[config.mk]
export PLATFORM = sky130hd
export DESIGN_NAME = arith_expression_lexer_top
export DESIGN_NICKNAME = d
export VERILOG_FILES = /design/src/sv/ael_pkg.sv /design/src/sv/arith_expression_lexer_top.sv
export SDC_FILE = /design/constraint.sdc
export NUM_CORES = 1
export LEC_CHECK = 0
export BUFFER_PORTS_ARGS = -buffer_cell sky130_fd_sc_hd__buf_4
export CAP_MARGIN = 40
export CORE_MARGIN = 5
export CORE_UTILIZATION = 50
export DETAILED_ROUTE_END_ITERATION = 12
export PLACE_DENSITY = 0.73
export SKIP_CTS_REPAIR_TIMING = 1
export SLEW_MARGIN = 10
export SYNTH_ARGS = -nofsm -noshare
export SYNTH_HDL_FRONTEND = slang
export SYNTH_SLANG_ARGS = --single-unit
export TNS_END_PERCENT = 100
[constraint.sdc]
create_clock -name i_clk -period 10.3 [get_ports i_clk]
set_clock_uncertainty 0.05 [all_clocks]
set_input_delay 2.06 -clock i_clk [delete_from_list [all_inputs] [get_ports i_clk]]
set_output_delay 2.06 -clock i_clk [all_outputs]
set_load 0.02 [all_outputs]
[src/sv/ael_pkg.sv]
package ael_pkg;

    localparam int VALUE_BITS    = 32;
    localparam int POSITION_BITS = 16;
    localparam int LENGTH_BITS   = 8;

    localparam logic [7:0] CH_PLUS  = 8'h2B;
    localparam logic [7:0] CH_MINUS = 8'h2D;
    localparam logic [7:0] CH_STAR  = 8'h2A;
    localparam logic [7:0] CH_SLASH = 8'h2F;
    localparam logic [7:0] CH_NL    = 8'h0A;
    localparam logic [7:0] CH_TAB   = 8'h09;
    localparam logic [7:0] CH_VT    = 8'h0B;
    localparam logic [7:0] CH_FF    = 8'h0C;
    localparam logic [7:0] CH_CR    = 8'h0D;
    localparam logic [7:0] CH_SPACE = 8'h20;
    localparam logic [7:0] CH_ZERO  = 8'h30;
    localparam logic [7:0] CH_NINE  = 8'h39;

    typedef enum logic [2:0] {
        KIND_PLUS  = 3'd0,
        KIND_MINUS = 3'd1,
        KIND_STAR  = 3'd2,
        KIND_SLASH = 3'd3,
        KIND_INT   = 3'd4,
        KIND_BAD   = 3'd5
    } t_kind;

    typedef struct packed {
        t_kind                    kind;
        logic [VALUE_BITS-1:0]    value;
        logic [LENGTH_BITS-1:0]   length;
        logic [POSITION_BITS-1:0] line;
        logic [POSITION_BITS-1:0] column;
        logic                     overflow;
        logic                     last;
    } t_token;

endpackage

[src/sv/arith_expression_lexer_top.sv]
// Byte-stream lexer for integer arithmetic expressions.
//
// Input channel (i_in_valid / o_in_ready): one source byte per item, with
// i_final_byte set on the last byte of a source. Output channel
// (o_out_valid / i_out_ready): one token per item, kind, value, digit count,
// line and column of its first byte, overflow flag, and o_last_of_run on the
// last token that a given byte produced.
//
// Each accepted byte is decoded in the cycle it is taken; its tokens are
// registered into a three-slot output queue. One byte per cycle is sustained
// while the queue has room; a byte that ends a number and is itself an
// operator or invalid yields two tokens, which drain one per cycle from the
// queue while the receiver is ready. The queue takes a byte whenever at
// least two slots are free after this cycle's pop, so a waiting token does
// not block input. Receiver stall: tokens hold in the queue; input stops
// once the queue can no longer absorb a worst-case two-token byte.
//
// Reset (synchronous, active low): queue empty, position back to line 1,
// no number pending. The final byte of a source returns the lexer to the
// same state, so the next byte starts a new source at line 1, column 1.
module arith_expression_lexer_top (
    input  logic                              i_clk,
    input  logic                              i_rst_n,
    input  logic                              i_in_valid,
    output logic                              o_in_ready,
    input  logic [7:0]                        i_source_byte,
    input  logic                              i_final_byte,
    output logic                              o_out_valid,
    input  logic                              i_out_ready,
    output logic [2:0]                        o_token_kind,
    output logic [ael_pkg::VALUE_BITS-1:0]    o_token_value,
    output logic [ael_pkg::LENGTH_BITS-1:0]   o_token_length,
    output logic [ael_pkg::POSITION_BITS-1:0] o_token_line,
    output logic [ael_pkg::POSITION_BITS-1:0] o_token_column,
    output logic                              o_value_overflow,
    output logic                              o_last_of_run
);

    localparam int VB = ael_pkg::VALUE_BITS;
    localparam int PB = ael_pkg::POSITION_BITS;
    localparam int LB = ael_pkg::LENGTH_BITS;
    localparam logic [PB-1:0] POS_MAX = '1;
    localparam logic [LB-1:0] LEN_MAX = '1;

    // lexer state
    logic [PB-1:0] r_line, n_line;
    logic [PB-1:0] r_col, n_col;
    logic          r_seen, n_seen;
    logic          r_pend, n_pend;
    logic [VB-1:0] r_num, n_num;
    logic [LB-1:0] r_digits, n_digits;
    logic [PB-1:0] r_sline, n_sline;
    logic [PB-1:0] r_scol, n_scol;
    logic          r_wrap, n_wrap;

    // output queue, slot 0 is the head
    ael_pkg::t_token r_slot [3];
    ael_pkg::t_token n_slot [3];
    logic [1:0]      r_cnt, n_cnt;

    logic            pop, take;
    logic [1:0]      cnt_mid;
    logic [1:0]      tok_cnt;
    ael_pkg::t_token tok0, tok1, tok_int, tok_own;

    logic            is_digit, is_blank;
    logic [3:0]      digit;
    logic [VB+3:0]   prod;
    ael_pkg::t_kind  own_kind;

    assign pop        = (r_cnt != 2'd0) && i_out_ready;
    assign cnt_mid    = r_cnt - {1'b0, pop};
    assign o_in_ready = (cnt_mid <= 2'd1);
    assign take       = i_in_valid && o_in_ready;

    assign is_digit = (i_source_byte >= ael_pkg::CH_ZERO) && (i_source_byte <= ael_pkg::CH_NINE);
    assign is_blank = (i_source_byte == ael_pkg::CH_SPACE) || (i_source_byte == ael_pkg::CH_TAB)
                   || (i_source_byte == ael_pkg::CH_NL) || (i_source_byte == ael_pkg::CH_VT)
                   || (i_source_byte == ael_pkg::CH_FF) || (i_source_byte == ael_pkg::CH_CR);
    assign digit    = 4'(i_source_byte - ael_pkg::CH_ZERO);
    // value * 10 + digit as shift-add; any bit above VB means wrap
    assign prod     = ({4'd0, r_num} << 3) + ({4'd0, r_num} << 1) + (VB + 4)'(digit);

    always_comb begin
        priority if (i_source_byte == ael_pkg::CH_PLUS)  own_kind = ael_pkg::KIND_PLUS;
        else if (i_source_byte == ael_pkg::CH_MINUS)     own_kind = ael_pkg::KIND_MINUS;
        else if (i_source_byte == ael_pkg::CH_STAR)      own_kind = ael_pkg::KIND_STAR;
        else if (i_source_byte == ael_pkg::CH_SLASH)     own_kind = ael_pkg::KIND_SLASH;
        else                                             own_kind = ael_pkg::KIND_BAD;
    end

    // position and number update, token build
    always_comb begin
        n_seen   = r_seen;
        n_line   = r_line;
        n_col    = r_col;
        n_pend   = r_pend;
        n_num    = r_num;
        n_digits = r_digits;
        n_sline  = r_sline;
        n_scol   = r_scol;
        n_wrap   = r_wrap;
        tok_cnt  = 2'd0;
        tok0     = 'x;
        tok1     = 'x;

        // token for the number held before this byte
        tok_int.kind     = ael_pkg::KIND_INT;
        tok_int.value    = r_num;
        tok_int.length   = r_digits;
        tok_int.line     = r_sline;
        tok_int.column   = r_scol;
        tok_int.overflow = r_wrap;
        tok_int.last     = 1'b0;

        if (!r_seen) begin
            n_seen = 1'b1;
            n_line = PB'(1);
            n_col  = PB'(1);
        end else if (i_source_byte == ael_pkg::CH_NL) begin
            if (r_line < POS_MAX) n_line = r_line + PB'(1);
            n_col = '0;
        end else begin
            if (r_col < POS_MAX) n_col = r_col + PB'(1);
        end

        tok_own.kind     = own_kind;
        tok_own.value    = (own_kind == ael_pkg::KIND_BAD) ? VB'(i_source_byte) : '0;
        tok_own.length   = LB'(1);
        tok_own.line     = n_line;
        tok_own.column   = n_col;
        tok_own.overflow = 1'b0;
        tok_own.last     = 1'b0;

        if (is_digit) begin
            if (!r_pend) begin
                n_pend   = 1'b1;
                n_num    = VB'(digit);
                n_digits = LB'(1);
                n_sline  = n_line;
                n_scol   = n_col;
                n_wrap   = 1'b0;
            end else begin
                if (prod[VB+3:VB] != 4'd0) n_wrap = 1'b1;
                n_num = prod[VB-1:0];
                if (r_digits < LEN_MAX) n_digits = r_digits + LB'(1);
            end
            if (i_final_byte) begin
                // flush the number including this digit
                tok0.kind     = ael_pkg::KIND_INT;
                tok0.value    = n_num;
                tok0.length   = n_digits;
                tok0.line     = n_sline;
                tok0.column   = n_scol;
                tok0.overflow = n_wrap;
                tok0.last     = 1'b1;
                tok_cnt       = 2'd1;
            end
        end else begin
            n_pend = 1'b0;
            if (r_pend && !is_blank) begin
                tok0      = tok_int;
                tok1      = tok_own;
                tok1.last = 1'b1;
                tok_cnt   = 2'd2;
            end else if (r_pend) begin
                tok0      = tok_int;
                tok0.last = 1'b1;
                tok_cnt   = 2'd1;
            end else if (!is_blank) begin
                tok0      = tok_own;
                tok0.last = 1'b1;
                tok_cnt   = 2'd1;
            end
        end

        if (i_final_byte) begin
            n_seen = 1'b0;
            n_pend = 1'b0;
            n_line = PB'(1);
            n_col  = '0;
        end
    end

    // queue: shift on pop, then append new tokens behind what is left
    always_comb begin
        n_slot[0] = pop ? r_slot[1] : r_slot[0];
        n_slot[1] = pop ? r_slot[2] : r_slot[1];
        n_slot[2] = r_slot[2];
        for (int k = 0; k < 3; k++) begin
            if (take && (tok_cnt != 2'd0) && (cnt_mid == 2'(k))) n_slot[k] = tok0;
            if (take && (tok_cnt == 2'd2) && ((cnt_mid + 2'd1) == 2'(k))) n_slot[k] = tok1;
        end
        n_cnt = take ? (cnt_mid + tok_cnt) : cnt_mid;
    end

    always_ff @(posedge i_clk) begin
        if (!i_rst_n) begin
            r_cnt  <= 2'd0;
            r_seen <= 1'b0;
            r_pend <= 1'b0;
            r_line <= PB'(1);
            r_col  <= '0;
        end else begin
            r_cnt <= n_cnt;
            if (take) begin
                r_seen <= n_seen;
                r_pend <= n_pend;
                r_line <= n_line;
                r_col  <= n_col;
            end
        end
    end

    always_ff @(posedge i_clk) begin
        for (int k = 0; k < 3; k++) r_slot[k] <= n_slot[k];
        if (take) begin
            r_num    <= n_num;
            r_digits <= n_digits;
            r_sline  <= n_sline;
            r_scol   <= n_scol;
            r_wrap   <= n_wrap;
        end
    end

    assign o_out_valid      = (r_cnt != 2'd0);
    assign o_token_kind     = r_slot[0].kind;
    assign o_token_value    = r_slot[0].value;
    assign o_token_length   = r_slot[0].length;
    assign o_token_line     = r_slot[0].line;
    assign o_token_column   = r_slot[0].column;
    assign o_value_overflow = r_slot[0].overflow;
    assign o_last_of_run    = r_slot[0].last;

endmodule

Word level (Yosys, flattened, before mapping)
Memory sizes are Yosys's and may differ from the RTL's.
Cells that the tools add are included.
- register bits: 109
- RAM bits: 231
- input bits: 13
- output and inout port bits: 79
- memories: 1
- $add $sub $neg: 9
- magnitude comparators: 6
- eq/ne operators: 16
- mux-type cells: 44
- reductions and logical operators: 24
- memory list (memory ; depth ; width ; rd ports ; clocked after memory_dff ; write ports ; RTL line ; RTL):
    r_slot ; 3 ; 77 ; 3 ; 0 ; 3 ; arith_expression_lexer_top.sv:57 ; ael_pkg::t_token r_slot [3];
- operators by type and width (kind ; count):
    $mux 77 ; 15
    $mux 16 ; 10
    $eq 8x4->1 const B ; 5
    $eq 8x6->1 const B ; 5
    $add 35x33->36 ; 1
    $add 36x4->36 ; 1
    $add 16x1->16 const B ; 2
    $lt 16x16->1 const B ; 2
    $mux 32 ; 1
    $mux 8 ; 3
    $logic_and 1x1->1 ; 12
    $mux 3 ; 4
    $add 8x1->8 const B ; 1
    $ge 8x6->1 const B ; 1
    $le 8x6->1 const B ; 1
    $lt 8x8->1 const B ; 1
    $mux 1 ; 8
    $eq 2x2->1 const B ; 3
    $mux 2 ; 3
    $logic_or 1x1->1 ; 5
    $eq 2x1->1 const B ; 2
    $logic_not 2->1 ; 2
    $reduce_bool 2->1 ; 2
    $reduce_bool 4->1 ; 1
    8 further kinds ; 8

Depth between registers and ports, before layout
Gate-level depths: netlist of run 1.
- word-level depth: 15
- depth in mapped cells: 15

Worst setup path after synthesis of run 1
OpenSTA, ideal clock, no wires.
- kind: input port to flip-flop
- start: input port i_out_ready
- end: register r_digits[0] (enable)
- arrival time: 7.452 ns
- required time: 9.745 ns
- path slack: 2.293 ns
- cell stages on the path: 11
- buffers on the path: 5
- cell sequence: nand2_1 -> clkinv_1 -> clkbuf_1 -> clkbuf_1 -> ha_1 -> xnor2_1 -> nand2_1 -> clkbuf_1 -> clkbuf_1 -> clkbuf_1 -> nor2_1
- word-level cells in the longest chain between the ends: 5
- RTL lines (what ; RTL line ; RTL):
    from (decl) ; arith_expression_lexer_top.sv:29 ; input logic i_out_ready,
    $logic_and 1x1->1 ; arith_expression_lexer_top.sv:71 ; assign pop = (r_cnt != 2'd0) && i_out_ready;
    $sub 2x1->2 ; arith_expression_lexer_top.sv:72 ; assign cnt_mid = r_cnt - {1'b0, pop};
    $le 2x1->1 ; arith_expression_lexer_top.sv:73 ; assign o_in_ready = (cnt_mid <= 2'd1);
    via o_in_ready ; arith_expression_lexer_top.sv:25 ; output logic o_in_ready,
    $logic_and 1x1->1 ; arith_expression_lexer_top.sv:74 ; assign take = i_in_valid && o_in_ready;
    $reduce_and 2->1 (no source line) ; n/a ;
    to (signal assigned) ; arith_expression_lexer_top.sv:219 ; r_digits <= n_digits;
    to (decl) ; arith_expression_lexer_top.sv:51 ; logic [LB-1:0] r_digits, n_digits;
The timed path passes the listed nets, and every way through them passes these cells.
A chain may end at the register's enable or synchronous reset.

Final worst setup path of run 1
- start: input port i_out_ready
- end: output port o_in_ready
- word-level cells in the longest chain between the ends: 3
- RTL lines (what ; RTL line):
    $logic_and 1x1->1 ; arith_expression_lexer_top.sv:71
    $sub 2x1->2 ; arith_expression_lexer_top.sv:72
    $le 2x1->1 ; arith_expression_lexer_top.sv:73
    to (decl) ; arith_expression_lexer_top.sv:25
No other way between the ends.

==> results_dict.tcl, run 1 <==
set metrics [dict create \
    power.ir.vdd_worst_mv 0.140 \
    worst_slew_pin_slew_ns 0.901 \
    slew_violations 0 \
    hold_class "reg2reg" \
    flip_flop_and_latch_count_after_synthesis 340 \
    setup.worst_path.start "i_out_ready" \
    routed_wirelength_mm 47.6 \
    buffer_type_at_the_clock_tree_root "clkbuf_16" \
    clock_transition_at_the_registers_of_the_reported_paths_ns 0.06 \
    holdWs_ns 0.400 \
    grt.overflow.total 0 \
    cts_buffer_count 38 \
    setup-violations-final 0 \
    insertedDiodeCount 0 \
    mappedNetlistNets 2053 \
    io_pins 92 \
    reg2reg_setup_slack_ns 5.36 \
    route.detailed.drc 0 \
    detail-route-antenna-nets 0 \
    count_of_flip_flops_with_a_built_in_enable_after_synthesis 202 \
    setup_total_negative_slack_ns 0 \
    placement.io_buffers 91 \
    floorplan.die.height_um 201 \
    crit_chain "buf_4 -> nand2_2 -> inv_2 -> buf_4 -> ha_1 -> xnor2_1 -> buf_4" \
    vias_per_cell 6.05 \
    grt_pass1_vias 14300 \
    track_usage_pct 22.7 \
    final_nets 1997 \
    fp.dieW_um 201 \
    syn_area_sq_mm 0.0182 \
    post_route_standard_cell_area_excluding_fillers_sq_mm 0.0199 \
    cts_htree_levels 2 \
    maximum_number_of_pins_on_one_net_before_global_route_repair 77 \
    syn_to_final_growth_pct 9.12 \
    detail_route.iter0.violations 1417 \
    timing.critical_path.mode_cell "buf_4" \
    reg2reg_to "r_slot[0][110]" \
    synth_area_per_cell_sq_um 9.26 \
    detailedPlacementHpwl_mm 30.4 \
    critPathRequiredTime_ns 8.19 \
    final_min_period_over_clock_period_pct 57.0 \
    clock_latency_on_the_worst_skew_pair_ns 0.54 \
    antenna_found_initial 1 \
    yosys-top-cells-area "edfxtp_1 (33%), dfxtp_1 (15%), nand2_1 (7.0%), ha_1 (4.7%), o21ai_0 (3.8%)" \
    grt_pass1_wl_mm 75.7 \
    worst_setup_path_category "in2out" \
    tritoncts "done" \
    row_count 70 \
    highest_clock_rate_ghz 0.170 \
    cellPowerDensity_mw_per_mm2 239 \
    cts.path.max_buffers 3 \
    crit_end "o_in_ready" \
    wire_per_inst_um 19.7 \
    number_of_search_and_repair_iterations_in_the_first_detailed_routing_pass 6 \
    synth-warning-count 0 \
    yosysTopAreaCell "edfxtp_1" \
    async_flop_share_pct 0 \
    place.gp.congestion 0.940 \
    post_dp_cell_area_sq_mm 0.0187 \
    preCtsSetupSlack_ns 3.98 \
    critical-path-slowest-cell "buf_4" \
    worst_path_largest_cell_delay_ns 0.61 \
    die_area_sq_mm 0.0404 \
    critical_path_peak_fanout 69 \
    routed-via-count 14600 \
    arrival_ns 3.76 \
    critical_path.startpoint_type "primary input" \
    critical_path.reg2reg.startpoint "r_cnt[0]" \
    clock_sinks 340 \
    final_layout_size_suffix_gt1_share_pct 11.0 \
    rsz0062_at_grt "no" \
    setup.worst_path.end_class "primary output" \
    drv.max_cap_violation_count 0 \
    run_status "complete, no violations" \
    r2r_cells 13 \
    ys.flop_type "edfxtp_1" \
    slew-limit-headroom_pct 40.0 \
    post_synth_top_area_share_pct 33.3 \
    total_power_after_layout_mw 4.76 \
    initial_utilization_pct 50.2 \
    hold_viol_final 0 \
    synth_sequential_area_ratio_pct 48.4 \
    timing.final.ws_setup_ns 4.43 \
    post-route-min-period_ns 5.87 \
    leakage_nw 7.68 \
    synth_cells 1969 \
    core_sq_mm 0.0363 \
    yosys.cell_types.count 77 \
]
==> cells in the mapped netlist (5+ instances only) <==
cell        n
o211ai_1   24
and3_1     42
nor3_1     28
a311oi_1    5
o21ai_1     6
mux2i_1    22
a21oi_1   111
buf_4      75
mux2_2     14
nor4_1      7
o22ai_1    27
xnor2_1    36
nand3_1    69
o311ai_0    5
clkbuf_1  123
nor3b_1     5
a21o_1     14
ha_1       69
buf_2       6
edfxtp_1  202
xor2_1     14
o21ai_0   137
a31oi_1    27
nor2_1    126
dfxtp_1   138
o21a_1     21
and4_1     10
a41oi_1     5
a22oi_1    15
a211oi_1   24
nand2b_1    9
inv_1      31
nand4_1    18
a21boi_0    5
nor2b_1     8
and2_1     71
nand2_1   340
o21bai_1    5
==> cell type report <==
cell class	count	area (sq um)
Tap cell	468	586
Multi-Input combinational cell	1387	8240
Clock inverter	15	95.1
Fill cell	3169	16500
Clock buffer	55	1090
Timing Repair Buffer	114	933
Inverter	32	120
Sequential cell	340	8830
==> cell families (layout without fill, tap and decap cells) <==
family / after synthesis / after routing / synth area share, %
mux: 36 / 36 / 2.07
compound gates: 477 / 477 / 16.4
fa+ha+maj: 71 / 71 / 4.95
buf+inv: 242 / 216 / 6.62
flops: 340 / 340 / 48.4
simple gates: 753 / 753 / 19.1
xor+xnor: 50 / 50 / 2.40
==> worst max-delay path, delay by kind of cell <==
family	cells	cell delay, ns
XOR/XNOR	1	0.28
adder cells (fa/ha/maj)	1	0.30
buffers and inverters	4	1.01
AND/OR/NAND/NOR	1	0.05
==> sequential cells by signal, indices dropped and copies added, names as in the netlist, 2 cells and up <==
name	flops
r_col	16
r_sline	16
r_digits	8
r_cnt	2
r_scol	16
r_slot	231
r_num	32
r_line	16
==> where the power goes <==
group / internal (mW) / leakage, nW / switching [mW]
Combinational: 0.520 / 3.98 / 0.979
Sequential: 1.83 / 3.13 / 0.133
Clock: 0.739 / 0.577 / 0.554
Total: 3.09 / 7.68 / 1.67
==> how the worst min path moves through the flow <==
stage | startpoint | end | slack (ns) | cells past startpoint
after floorplan | r_slot[0][188] | r_slot[0][188] | 0.36 | 1
after global placement | r_slot[0][188] | r_slot[0][188] | 0.37 | 1
after detailed placement | r_slot[0][188] | r_slot[0][188] | 0.38 | 1
after CTS | r_slot[0][188] | r_slot[0][188] | 0.40 | 1
after global routing | r_slot[0][188] | r_slot[0][188] | 0.42 | 1
final | r_slot[0][188] | r_slot[0][188] | 0.40 | 1
==> layout by cell type, fill, tap and decap left out, drive strengths merged, types with 15 or more instances in the layout <==
master / instances
a31oi: 27
a21o: 16
nand4: 18
nor3: 28
ha: 69
and2: 74
nand3: 69
buf: 114
clkbuf: 55
o22ai: 27
inv: 34
and3: 42
o21a: 21
a22oi: 15
mux2i: 22
xnor2: 36
a21oi: 111
o21ai: 143
a211oi: 24
nor2: 126
dfxtp: 138
o211ai: 25
edfxtp: 202
nand2: 340
==> metal layers <==
layer | up-vias | track usage (%) | share of wire [%]
li1 | 6907 | - | -
met1 | 6955 | 29.0 | 41
met2 | 595 | 38.3 | 48
met3 | 117 | 4.41 | 7.7
met4 | 2 | 8.95 | 3.8
met5 | - | 0 | 0.027
==> stage by stage <==
step	util (%)	std cells
3_5_place_dp	51.5	2341
5_1_grt	54.7	2411
6_report	54.7	2411
4_1_cts	54.7	2411
2_1_floorplan	-	1969
3_3_place_gp	51.2	2336
(Power assumes the default switching activity.)
==> run 2: changes to the inputs <==
- PLACE_DENSITY: 0.73 -> 0.76
- clock period: 10.3 -> 4.8 ns (I/O delays scaled with it)
==> results_dict.tcl, run 2 (synthesis gave the netlist of run 1 again) <==
set metrics [dict create \
    arrival_ns 4.21 \
    route.detailed.drc 0 \
    area_of_combinational_cells_with_multiple_inputs_sq_mm 0.00825 \
    power.ir.vdd_worst_mv 0.354 \
    grt_pass1_vias 14200 \
    buffer_type_at_the_clock_tree_root "clkbuf_16" \
    track_usage_pct 22.8 \
    final-instance-count-excl-fill 2419 \
    hold_viol_final 0 \
    detail_route.iter0.violations 1162 \
    layout.cells.most_common "nand2_1" \
    fp.dieW_um 201 \
    critPathRequiredTime_ns 5.02 \
    setup-violations-final 0 \
    setup_total_negative_slack_ns 0 \
    clock_latency_on_the_worst_skew_pair_ns 0.55 \
    die_area_sq_mm 0.0404 \
    top_register "r_slot" \
    drv.max_cap_violation_count 0 \
    hold_class "reg2reg" \
    critical_path_peak_fanout 10 \
    tritoncts "done" \
    r2r_cells 12 \
    cts_buffer_count 38 \
    timing.hold.worst.start "r_slot[0][224]" \
    post-route-min-period_ns 3.98 \
    post_route_standard_cell_area_excluding_fillers_sq_mm 0.0201 \
    number_of_search_and_repair_iterations_in_the_first_detailed_routing_pass 5 \
    run_status "complete, no violations" \
    seq_area_sq_mm 0.00883 \
    worst_setup_path_category "in2reg" \
    biggestRegsByFlops "r_slot (231), r_num (32)" \
    antenna_found_initial 0 \
    place.gp.congestion 0.911 \
    grt_pass1_wl_mm 76.1 \
    setup.worst_path.end_class "flip-flop" \
    cellPowerDensity_mw_per_mm2 518 \
    cts_htree_levels 2 \
    slew-limit-headroom_pct 42.2 \
    detailedPlacementHpwl_mm 30.9 \
    worst_slew_pin_slew_ns 0.867 \
    maximum_number_of_pins_on_one_net_before_global_route_repair 100 \
    final_min_period_over_clock_period_pct 83.0 \
    row_count 70 \
    most-common-layout-cells "nand2_1 (337), edfxtp_1 (202), o21ai_0 (137), dfxtp_1 (137), nor2_1 (125)" \
    critical_path.startpoint_type "primary input" \
    slew_violations 0 \
    hold_end "r_slot[0][224]" \
    floorplan.die.height_um 201 \
    total_power_after_layout_mw 10.4 \
    leakage_nw 7.78 \
    detail-route-antenna-nets 0 \
    critical_path.reg2reg.startpoint "r_num[0]" \
    min_path_cells 1 \
    final_nets 2007 \
    reg2reg_to "r_wrap" \
    insertedDiodeCount 0 \
    reg2reg_setup_slack_ns 1.00 \
    io_pins 92 \
    initial_utilization_pct 50.2 \
    cts.path.max_buffers 3 \
    grt.overflow.total 0 \
    rsz0062_at_grt "no" \
    clock_transition_at_the_registers_of_the_reported_paths_ns 0.06 \
    post_dp_cell_area_sq_mm 0.0188 \
    core_sq_mm 0.0363 \
    routed_wirelength_mm 47.6 \
    largest_register_ff_count 231 \
    routed-via-count 14600 \
    syn_to_final_growth_pct 9.99 \
    highest_clock_rate_ghz 0.251 \
    placed_cells 2351 \
    placement.io_buffers 91 \
    nFillCells 3152 \
    clock_sinks 340 \
    wire_per_inst_um 19.7 \
    final_layout_size_suffix_gt1_share_pct 11.7 \
    final_core_utilization_pct 55.2 \
    vias_per_cell 6.02 \
]
run 2: cell count changes in the layout (fill, tap and decap cells not counted), sizes merged:
| cell | before | now |
|---|---|---|
| bufinv | 0 | 3 |
| clkbuf | 55 | 45 |
| inv | 34 | 32 |
| clkinv | 11 | 18 |
| buf | 114 | 124 |
run 2: through the flow:
| stage | hold slack (ns) | setup slack [ns] |
|---|---|---|
| after global routing | 0.413 | 0.584 |
| final | 0.405 | 0.817 |
| after floorplan | 0.361 | 0.141 |
| after detailed placement | 0.383 | 0.285 |
| after global placement | 0.375 | 0.336 |
| after CTS | 0.401 | 0.826 |
run 2: cell type report:
| cell class | count | share of cell area (%) |
|---|---|---|
| Timing Repair Buffer | 124 | 5.02 |
| Clock inverter | 23 | 1.05 |
| Clock buffer | 45 | 5.23 |
| Multi-Input combinational cell | 1387 | 41.1 |
| Tap cell | 468 | 2.92 |
| Sequential cell | 340 | 44.0 |
| Inverter | 32 | 0.599 |
run 2: how the worst max path moves through the flow:
stage / end / start
final: r_wrap / i_source_byte[3]
after global routing: r_wrap / i_source_byte[3]
after CTS: r_wrap / i_source_byte[3]
after global placement: r_wrap / i_source_byte[3]
after floorplan: r_digits[0] / i_out_ready
after detailed placement: r_wrap / i_source_byte[3]
run 2: worst max-delay path: stages:
cell	delay, ns
buf_4	0.14
inv_1	0.08
fa_1	0.53
inv_1	0.07
fa_1	0.46
a21oi_1	0.23
o211a_1	0.24
o211ai_2	0.12
and2_4	0.21
o2111a_1	0.25
or3_4	0.39
a2111oi_4	0.46
nor2_1	0.07
run 2: power breakdown:
part	switching [mW]	internal (mW)	leakage (nW)	total, mW
Combinational	2.11	1.16	4.03	3.27
Clock	1.19	1.73	0.621	2.91
Sequential	0.286	3.93	3.13	4.21
Total	3.59	6.81	7.78	10.4
run 2: metal layers:
metal,routed length (um),up-vias,GRT usage (%)
met3,3000,107,3.55
met4,1630,0,8.06
met1,20200,6996,30.0
li1,-,6919,-
met2,22800,534,38.4
met5,0,-,0
